$ cat config.mk
export PLATFORM = sky130hd
export DESIGN_NAME = ieh_queue
export DESIGN_NICKNAME = d
export VERILOG_FILES = /design/src/rtl/ieh_pkg.sv /design/src/rtl/ieh_queue.sv
export SDC_FILE = /design/constraint.sdc
export NUM_CORES = 1
export LEC_CHECK = 0
export BUFFER_PORTS_ARGS = -buffer_cell sky130_fd_sc_hd__buf_2
export CORE_AREA = 8 8 228 230
export DETAILED_ROUTE_END_ITERATION = 10
export DIE_AREA = 0 0 236 238
export PLACE_DENSITY = 0.73
export SYNTH_ARGS = -nofsm -noshare
export SYNTH_HDL_FRONTEND = slang
export SYNTH_SLANG_ARGS = --single-unit
$ cat constraint.sdc
create_clock -name clk -period 16.45 [get_ports clk]
set_input_delay 3.29 -clock clk [delete_from_list [all_inputs] [get_ports clk]]
set_output_delay 3.29 -clock clk [all_outputs]
set_load 0.1 [all_outputs]
$ cat src/rtl/ieh_pkg.sv
// ----------------------------------------------------------------------------
// ieh_pkg
// shared widths, codes and the front-to-back queue entry of the interval
// error histogram unit
// ----------------------------------------------------------------------------
package ieh_pkg;

	localparam int TS_BITS     = 48;
	localparam int FRAC_BITS   = 32;
	localparam int NUM_CLASSES = 7;

	localparam int IN_TS_W  = 48;
	localparam int DIFF_W   = TS_BITS + 1;
	localparam int ERR_W    = TS_BITS + 1;
	localparam int MAG_W    = TS_BITS;
	localparam int PROD_W   = ERR_W + 14;
	localparam int CLS_W    = 3;
	localparam int CNT_W    = 32;
	localparam int VAL_W    = 64;
	localparam int KIND_W   = 2;
	localparam int DIV_CNT_W = 6;

	localparam int IN_DATA_W  = 96;
	localparam int OUT_DATA_W = 552;

	localparam logic [CLS_W-1:0] CLS_ZERO   = 3'd0;
	localparam logic [CLS_W-1:0] CLS_ABOVE  = 3'd6;
	localparam logic [CLS_W-1:0] CLS_UNCLS  = 3'd7;

	localparam logic [KIND_W-1:0] KIND_INTERVAL = 2'd0;
	localparam logic [KIND_W-1:0] KIND_CLASS    = 2'd1;
	localparam logic [KIND_W-1:0] KIND_TOTALS   = 2'd2;

	localparam logic [13:0] DECADE [5] = '{14'd10000, 14'd1000, 14'd100, 14'd10, 14'd1};

	typedef struct packed {
		logic                has_iv;
		logic                last;
		logic [CLS_W-1:0]    cls;
		logic [DIFF_W-1:0]   dorg;
		logic [DIFF_W-1:0]   dsync;
		logic [ERR_W-1:0]    err;
		logic [MAG_W-1:0]    mag;
		logic [DIFF_W-1:0]   span_org;
		logic [DIFF_W-1:0]   span_sync;
	} ieh_entry_t;

	function automatic logic [VAL_W-1:0] sext64(input logic [DIFF_W-1:0] x);
		sext64 = {{(VAL_W-DIFF_W){x[DIFF_W-1]}}, x};
	endfunction

endpackage

$ cat src/rtl/ieh_queue.sv
// ----------------------------------------------------------------------------
// ieh_queue
// two-entry queue between the classifying front and the accumulating back
// ----------------------------------------------------------------------------
module ieh_queue
	import ieh_pkg::*;
(
	input  logic        clk,
	input  logic        arst_n,
	input  logic        wr_valid,
	output logic        wr_ready,
	input  ieh_entry_t  wr_entry,
	output logic        rd_valid,
	input  logic        rd_ready,
	output ieh_entry_t  rd_entry
);

	ieh_entry_t  slot_q [2];
	logic        wr_ptr_q, rd_ptr_q;
	logic [1:0]  fill_q;
	logic        do_wr, do_rd;

	assign wr_ready = fill_q != 2'd2;
	assign rd_valid = fill_q != 2'd0;
	assign rd_entry = slot_q[rd_ptr_q];
	assign do_wr    = wr_valid && wr_ready;
	assign do_rd    = rd_valid && rd_ready;

	always_ff @(posedge clk or negedge arst_n) begin
		if (!arst_n) begin
			wr_ptr_q <= 1'b0;
			rd_ptr_q <= 1'b0;
			fill_q   <= 2'd0;
		end else begin
			if (do_wr)
				wr_ptr_q <= !wr_ptr_q;
			if (do_rd)
				rd_ptr_q <= !rd_ptr_q;
			if (do_wr && !do_rd)
				fill_q <= fill_q + 2'd1;
			else if (do_rd && !do_wr)
				fill_q <= fill_q - 2'd1;
		end
	end

	always_ff @(posedge clk) begin
		if (do_wr)
			slot_q[wr_ptr_q] <= wr_entry;
	end

endmodule

==> key figures <==
Status
  • Status: complete, no violations

Synthesis
  • Synth cell types: 16
  • Largest family of logic cells by synthesized area: multiplexers
  • Mean area per synthesized cell: 23.8 um2
  • Synth Area in Compound Gates: 0%
  • FFs w/ async S/R, synth: 0.667%
  • Sequential-to-total area share from yosys stat: 80.0%
  • Top_reg_cell synth: edfxtp_1
  • Most frequent cells after synthesis: edfxtp_1, mux2_4, mux2_2
  • Synth Cell Area: 22500 um2
  • EDFF count, synth: 596
  • Adder-Cell Fraction of Synth Area: 0.0556%
  • Synth warnings: 0
  • Mux contribution to synthesized area: 18.2%
  • Yosys top cell by area: edfxtp_1
  • Post-synthesis simple-gate area fraction: 0.150%
  • Synth Area in XOR/XNOR: 0.195%
  • Top cell type's share of synthesized area: 79.5%
  • Seq cells post-synth: 600
  • Gate Count Post-Synth: 945
  • Post-synth net total: 1248
  • Count leader, synth: edfxtp_1
  • Largest cells by area after synthesis: edfxtp_1, mux2_4, mux2_2, buf_6, dfrtp_1

Placement
  • DPL Wire Length: 37000 um
  • Port Buf Inserts: 601
  • Routability Congestion: 0.784

Worst setup path
  • Crit Path Category: reg2out
  • WP data required: 13.16 ns
  • CP most frequent cell: buf_4
  • Slowest-stage cell, CP: buf_4
  • Worst r2r src: fill_q[0]$_DFFE_PN0P_
  • Worst-path cell chain: buf_4 -> buf_4 -> buf_4 -> mux2_4 -> buf_2
  • Crit path capture type: output pin
  • Worst setup SP type: register
  • Delay-heaviest family, CP: buffers and inverters
  • CP startpoint: rd_ptr_q$_DFFE_PN0P_
  • Slowest stage delay, CP: 0.90 ns
  • Worst Path Buf+Inv: 4
  • Crit path DAT: 4.71 ns
  • Crit path max fanout: 59

Timing
  • Slew headroom: 29.0%
  • Crit share post-route: 48.7%
  • Fmax: 125 MHz
  • Final setup violation count: 0
  • Final slew viol count: 0
  • Setup TNS: 0 ns
  • Clock Skew: 0.0241 ns
  • Final Critical Period: 8.00 ns
  • Least-Margin Pin Slew: 1.07 ns
  • Final Hold Viols: 0
  • Unrepaired setup endpoints after global routing: false

Clock tree
  • Clock slew at reported path FFs: 0.06 ns
  • Clock Latency Late Sink: 0.58 ns
  • Post-CTS sizing: 0
  • Max clock buf depth: 3
  • Post-CTS Setup Inserts: 0
  • CTS sink count: 600
  • Cts hold-fix bufs: 0
  • TritonCTS buffer count: 58
  • Clk root buf: clkbuf_16
  • CTS tree: done
  • H-tree levels: 2

Floorplan
  • Starting Density: 46.6%
  • Boundary Pins: 602
  • Die W: 236 um
  • Row cnt: 81
  • Core Area: 48300 um2
  • Die Span Y: 238 um
  • Full die area: 56200 um2

Routing
  • Wire per inst: 22.4 um
  • Vias: 11199
  • Final WL: 50800 um
  • Final ANT Viol Nets: 0
  • Detailed Routing Iterations Pass 1: 5
  • Remaining DRCs: 0
  • Vias/cell: 4.93
  • DR iter-0 viols: 760

Cells and area
  • Fillcell total: 3570
  • Register Area: 18000 um2
  • Multi-input logic area: 4210 um2
  • Nets: 1889
  • Area growth, synth to finish: 23.9%
  • Layout cells sized above 1: 61.0%

GRT
  • Vias in the first global route: 11884
  • First-pass GRT wire length: 73400 um
  • Antenna violations before repair: 23
  • Largest net degree at the start of global routing: 78
  • Grt ovf: 0
  • Global-route usage over all layers: 17.2%

Min path
  • Min-delay worst type: reg2reg
  • Worst hold start: fill_q[1]$_DFFE_PN0P_

Job
  • MaxCap Viol Count: 0
[area by class of cell]
type                            count  area share (%)
Sequential cell                   600            64.5
Multi-Input combinational cell    311            15.1
Timing Repair Buffer              614            11.1
Clock buffer                       71            5.45
Tap cell                          622            2.79
Clock inverter                     37           0.861
Antenna cell                       14           0.126
Inverter                            1          0.0135
[metal layers]
metal / vias to the layer above / track usage, % / part of all wire, %
met5: - / 0 / 0.13
met2: 466 / 29.9 / 51
li1: 5085 / - / -
met4: 12 / 7.46 / 3.2
met1: 5534 / 18.9 / 36
met3: 102 / 6.26 / 8.9
[through the flow]
stage	area [um2]	instances	worst slack, ns	hold slack, ns	utilization, %
floorplan	22500	945	4.78	0.456	-
finish	27900	2270	8.45	0.496	57.7
detailed placement	26100	2148	9.03	0.486	54.0
CTS	27900	2256	8.37	0.502	57.6
global route	27900	2266	8.18	0.522	57.7
global placement	26100	2148	9.10	0.475	54.0
[state kept, by name (all words and copies together), names as in the netlist]
register,count
slot_q,596
fill_q,2
rd_ptr_q,1
wr_ptr_q,1
[cells in the final DEF, fill, tap and decap left out, types with 3 or more instances in the layout]
master | netlist | routed
diode_2 | 0 | 14
dfrtp_1 | 4 | 3
xnor2_1 | 3 | 3
clkinv_1 | 0 | 15
mux2_4 | 200 | 200
inv_6 | 0 | 5
edfxtp_1 | 596 | 596
clkbuf_16 | 0 | 59
buf_2 | 9 | 601
clkinv_2 | 0 | 13
clkbuf_1 | 0 | 12
mux2_2 | 98 | 98
buf_4 | 2 | 13
[kinds of logic (layout without fill, tap and decap cells)]
group / Yosys count / in the layout
other cells: 0 / 14
xor+xnor: 5 / 5
simple gates: 7 / 7
flops: 600 / 600
buf+inv: 34 / 723
fa+ha+maj: 1 / 1
mux: 298 / 298
[final timing paths]
check	endpoint	slack (ns)	cells past startpoint
hold reg to reg	fill_q[1]$_DFFE_PN0P_	0.50	1
max in group asynchronous	rd_ptr_q$_DFFE_PN0P_	13.81	1
min in group asynchronous	wr_ptr_q$_DFFE_PN0P_	2.50	1
hold / removal	fill_q[1]$_DFFE_PN0P_	0.50	1
setup / recovery	rd_entry[156]	8.45	5
setup reg to reg	slot_q[0][151]$_DFFE_PP_	13.22	5
Power is not shown: default switching activity piles up to over one toggle a cycle in this logic, so the estimate is an artifact.
