===== src/rtl/ieh_pkg.sv =====
// ----------------------------------------------------------------------------
// ieh_pkg
// shared widths, codes and the front-to-back queue entry of the interval
// error histogram unit
// ----------------------------------------------------------------------------
package ieh_pkg;

	localparam int TS_BITS     = 48;
	localparam int FRAC_BITS   = 32;
	localparam int NUM_CLASSES = 7;

	localparam int IN_TS_W  = 48;
	localparam int DIFF_W   = TS_BITS + 1;
	localparam int ERR_W    = TS_BITS + 1;
	localparam int MAG_W    = TS_BITS;
	localparam int PROD_W   = ERR_W + 14;
	localparam int CLS_W    = 3;
	localparam int CNT_W    = 32;
	localparam int VAL_W    = 64;
	localparam int KIND_W   = 2;
	localparam int DIV_CNT_W = 6;

	localparam int IN_DATA_W  = 96;
	localparam int OUT_DATA_W = 552;

	localparam logic [CLS_W-1:0] CLS_ZERO   = 3'd0;
	localparam logic [CLS_W-1:0] CLS_ABOVE  = 3'd6;
	localparam logic [CLS_W-1:0] CLS_UNCLS  = 3'd7;

	localparam logic [KIND_W-1:0] KIND_INTERVAL = 2'd0;
	localparam logic [KIND_W-1:0] KIND_CLASS    = 2'd1;
	localparam logic [KIND_W-1:0] KIND_TOTALS   = 2'd2;

	localparam logic [13:0] DECADE [5] = '{14'd10000, 14'd1000, 14'd100, 14'd10, 14'd1};

	typedef struct packed {
		logic                has_iv;
		logic                last;
		logic [CLS_W-1:0]    cls;
		logic [DIFF_W-1:0]   dorg;
		logic [DIFF_W-1:0]   dsync;
		logic [ERR_W-1:0]    err;
		logic [MAG_W-1:0]    mag;
		logic [DIFF_W-1:0]   span_org;
		logic [DIFF_W-1:0]   span_sync;
	} ieh_entry_t;

	function automatic logic [VAL_W-1:0] sext64(input logic [DIFF_W-1:0] x);
		sext64 = {{(VAL_W-DIFF_W){x[DIFF_W-1]}}, x};
	endfunction

endpackage


===== src/rtl/ieh_front.sv =====
// ----------------------------------------------------------------------------
// ieh_front
// accepts events, forms intervals, error magnitudes and the decade class
// ----------------------------------------------------------------------------
module ieh_front
	import ieh_pkg::*;
(
	input  logic                 clk,
	input  logic                 arst_n,
	input  logic                 in_valid,
	output logic                 in_ready,
	input  logic [IN_TS_W-1:0]   org_time,
	input  logic [IN_TS_W-1:0]   sync_time,
	input  logic                 last,
	output logic                 push_valid,
	input  logic                 push_ready,
	output ieh_entry_t           push_entry
);

	logic                have_prev_q;
	logic [TS_BITS-1:0]  prev_org_q, prev_sync_q, first_org_q, first_sync_q;

	logic                valid_s1, has_iv_s1, last_s1;
	logic [DIFF_W-1:0]   dorg_s1, dsync_s1, span_org_s1, span_sync_s1;

	logic [TS_BITS-1:0]  org_ts, sync_ts, base_org, base_sync;
	logic                accept;

	assign org_ts    = TS_BITS'(org_time);
	assign sync_ts   = TS_BITS'(sync_time);
	assign in_ready  = !valid_s1 || push_ready;
	assign accept    = in_valid && in_ready;
	assign base_org  = have_prev_q ? first_org_q : org_ts;
	assign base_sync = have_prev_q ? first_sync_q : sync_ts;

	always_ff @(posedge clk or negedge arst_n) begin
		if (!arst_n) begin
			have_prev_q <= 1'b0;
			valid_s1    <= 1'b0;
		end else begin
			if (accept) begin
				have_prev_q <= !last;
				valid_s1    <= have_prev_q || last;
			end else if (push_ready) begin
				valid_s1    <= 1'b0;
			end
		end
	end

	always_ff @(posedge clk) begin
		if (accept) begin
			if (!have_prev_q) begin
				first_org_q  <= org_ts;
				first_sync_q <= sync_ts;
			end
			prev_org_q   <= org_ts;
			prev_sync_q  <= sync_ts;
			has_iv_s1    <= have_prev_q;
			last_s1      <= last;
			dorg_s1      <= {1'b0, org_ts} - {1'b0, prev_org_q};
			dsync_s1     <= {1'b0, sync_ts} - {1'b0, prev_sync_q};
			span_org_s1  <= {1'b0, org_ts} - {1'b0, base_org};
			span_sync_s1 <= {1'b0, sync_ts} - {1'b0, base_sync};
		end
	end

	logic [DIFF_W:0]   diff;
	logic [ERR_W-1:0]  err;
	logic [MAG_W-1:0]  mag;
	logic [CLS_W-1:0]  cls;
	logic              found;
	logic [PROD_W-1:0] prod;

	always_comb begin
		diff  = {dorg_s1[DIFF_W-1], dorg_s1} - {dsync_s1[DIFF_W-1], dsync_s1};
		err   = diff[DIFF_W] ? ERR_W'(-diff) : ERR_W'(diff);
		mag   = dorg_s1[DIFF_W-1] ? MAG_W'(-dorg_s1) : MAG_W'(dorg_s1);
		found = 1'b0;
		prod  = '0;
		cls   = CLS_ABOVE;
		if (err == '0) begin
			cls = CLS_ZERO;
		end else if (mag == '0) begin
			cls = CLS_UNCLS;
		end else begin
			for (int k = 0; k < 5; k++) begin
				prod = PROD_W'(err) * PROD_W'(DECADE[k]);
				if (!found && prod <= PROD_W'(mag)) begin
					found = 1'b1;
					cls   = CLS_W'(k + 1);
				end
			end
		end
	end

	assign push_valid           = valid_s1;
	assign push_entry.has_iv    = has_iv_s1;
	assign push_entry.last      = last_s1;
	assign push_entry.cls       = cls;
	assign push_entry.dorg      = dorg_s1;
	assign push_entry.dsync     = dsync_s1;
	assign push_entry.err       = err;
	assign push_entry.mag       = mag;
	assign push_entry.span_org  = span_org_s1;
	assign push_entry.span_sync = span_sync_s1;

endmodule


===== config.mk =====
export PLATFORM = sky130hd
export DESIGN_NAME = ieh_front
export DESIGN_NICKNAME = d
export VERILOG_FILES = /design/src/rtl/ieh_pkg.sv /design/src/rtl/ieh_front.sv
export SDC_FILE = /design/constraint.sdc
export NUM_CORES = 2
export LEC_CHECK = 0
export BUFFER_PORTS_ARGS = -buffer_cell sky130_fd_sc_hd__buf_2
export CAP_MARGIN = 0
export CORE_MARGIN = 2
export CORE_UTILIZATION = 48
export CTS_CLUSTER_SIZE = 40
export DETAILED_ROUTE_END_ITERATION = 8
export PLACE_DENSITY_LB_ADDON = 0.08
export SYNTH_ARGS = -nofsm -noshare
export SYNTH_HDL_FRONTEND = slang
export SYNTH_SLANG_ARGS = --single-unit
export TNS_END_PERCENT = 100

===== constraint.sdc =====
create_clock -name clk -period 16 [get_ports clk]
set_input_delay 0.8 -clock clk [delete_from_list [all_inputs] [get_ports clk]]
set_output_delay 0.8 -clock clk [all_outputs]
set_load 0.005 [all_outputs]

==> impl_metrics.toml <==
[setup_path]
crit_arrival_ps = 13880
cpMaxStageDelayCell = "nor4_2"
crit_start = "dorg_s1[0]"
r2r-start = "have_prev_q"
crit_path_frequent_cell = "ha_1"
crit_type = "reg -> out"
path_max_fanout = 9
worstSetupEndpointType = "output port"
required_ps = 15200
cpPeakStageDelay_ps = 650
path_buf_inv = 6
cp-start-kind = "flip-flop"
crit_family = "simple AND/OR/NAND/NOR gates"

[grt]
grt.met3_usage = 0.0482
grt_use_total = 0.283
antenna_found_initial = 17
grt_max_degree = 150
overflow = 0
grtUsageMet2 = 0.475
grt_pass1_vias = 46484
top_usage_layer = "met2"
grt_use_met1 = 0.374
grt_pass1_wl_mm = 267

[cts]
cts_tree = "yes"
cts_root_buf = "clkbuf_16"
clk_pin_slew_ps = 70
htree_levels = 2
numCtsBuffers = 39
cts_sinks = 392
clk_latency_ps = 550
clk_path_buf_depth = 3

[sta]
finalMaxSlewViolations = 0
fin_crit_sh = 0.918
timing.fmax_ghz = 0.0681
timing.hold.ws_ps = 430
min_period_ps = 14680
rsz0062_at_grt = "false"
relSlewSlack = 0.278
tns_ps = 0
finalSetupViolCount = 0
finClkSkew_ps = 13.1
max_slew.worst_pin.slew_ps = 1080
hold_viol = 0

[die]
fp.dieH_um = 348
rows = 126
start_util = 0.482
ios = 401
dieArea_sq_um = 121000
core_area_sq_um = 118000
die_w_um = 348

[logic_synthesis]
synthArstFlopShare = 0.00510
synth_seq_cells = 392
syn_area_per_cell_sq_um = 8.95
syn_inst = 6337
synth_ff_type = "edfxtp_1"
synth_edf_count = 390
yosysMostFrequentCell = "inv_1"
syn-num-nets = 7717
syn-cell-area_sq_um = 56700
synth_top_area_frac = 0.217
yosysTopAreaCell = "ha_1"
yosys_warnings = 0
ys_seq_area_frac = 0.207
ys_types = 96
yosys-top-cells-area = "ha_1, edfxtp_1, fa_1, inv_1, xnor2_1"
post_synth_most_frequent_cells = "inv_1, ha_1, a21oi_1"

[layout]
drive_above_1_share = 0.0919
num-fill-cells = 11122
final_nets = 8196
area_delta_synth_final_pct = 10.4

[placed_design]
hpwl_mm = 148
port_buffers = 400
gp_congestion = 0.963

[route]
drc = 0
route.antenna.remaining_nets = 0
routed_wl_mm = 174
via_per_inst = 5.58
vias = 46771
dr.pass1.iters = 6
drt_iter0_markers = 2522
route.detailed.wl_per_inst_um = 20.7

[run]
max_cap_viol_count = 0

[min_path]
min_path_type = "in -> reg"
worstHoldStart = "last"

[status]
status = "finished, final reports clean"
==> routing by layer <==
layer,share of wire,vias to the layer above
li1,-,23172
met1,0.45,22327
met2,0.46,1036
met3,0.058,220
met4,0.033,16
met5,0.00060,-
==> kinds of logic (layout without fill, tap and decap cells) <==
group	Yosys count	in the layout	synth area share
xor+xnor	486	486	0.0758
buf+inv	1222	1727	0.0812
compound gates	1540	1540	0.178
simple gates	1312	1312	0.118
mux	105	105	0.0186
flops	392	392	0.207
fa+ha+maj	1280	1280	0.322
other cells	0	6	0
==> final timing paths <==
check	to	slack [ps]	cells past startpoint
min in group asynchronous	have_prev_q	560	2
min reg2reg	push_valid	530	2
max	push_entry[294]	1320	48
min	have_prev_q	430	2
max reg2reg	span_sync_s1[48]	9200	20
max in group asynchronous	have_prev_q	15330	2
==> through the flow <==
| step | cell area (sq um) | worst slack, ps | cells | util |
|---|---|---|---|---|
| final | 62600 | 1320 | 8384 | 0.532 |
| after global routing | 62600 | 349 | 8380 | 0.532 |
| after CTS | 62600 | 852 | 8378 | 0.532 |
| after detailed placement | 61300 | 1490 | 8310 | 0.521 |
| after global placement | 61300 | 1690 | 8310 | 0.521 |
| after floorplan | 56700 | 3970 | 6337 | - |
==> cell usage in the layout, fill, tap and decap left out, drive strengths merged, types with 29 or more instances in the layout <==
cell type  synthesis  routed
a21oi            438     438
nand2            265     265
edfxtp           390     390
inv             1162    1163
nor3              88      88
and3              60      60
nand2b            75      75
a211oi            54      54
nor2             335     335
ha               982     982
xnor2            307     307
nand3            113     113
mux2i            103     103
a21boi            30      30
a21o             275     275
or3               41      41
o21bai            64      64
o31ai             38      38
nor2b             88      88
nor4              29      29
o211ai            35      35
o21a              84      84
xor2             179     179
o21ai            259     259
fa               297     297
nand4             91      91
buf               16     497
a31oi             57      57
and2              38      38
clkbuf            44      47
==> sequential cells by signal, indices dropped and copies added (netlist names) <==
signal / cells
first_sync_q: 48
last_s1: 1
dsync_s1: 49
prev_org_q: 48
prev_sync_q: 48
push_valid: 1
has_iv_s1: 1
first_org_q: 48
span_org_s1: 49
have_prev_q: 1
span_sync_s1: 49
dorg_s1: 49
==> area by class of cell <==
type	count	area [sq um]	share of cell area
tap	1536	1920	0.0307
antenna	6	15.0	0.000240
clock buffer	47	1050	0.0168
clock inverter	20	241	0.00386
inverter	1162	4360	0.0697
timing repair buffer	498	2750	0.0440
multi-input combinational	4723	40500	0.647
sequential	392	11800	0.188
==> timing repair <==
item                                    in CTS  in global routing
gates resized for setup                      0                  1
buffers inserted                             0                  0
endpoints found under the hold margin        2                  0
endpoints found under the setup margin       0                  2
hold buffers                                 1                  0
Power is not shown: default switching activity piles up to over one toggle a cycle in this logic, so the estimate is an artifact.
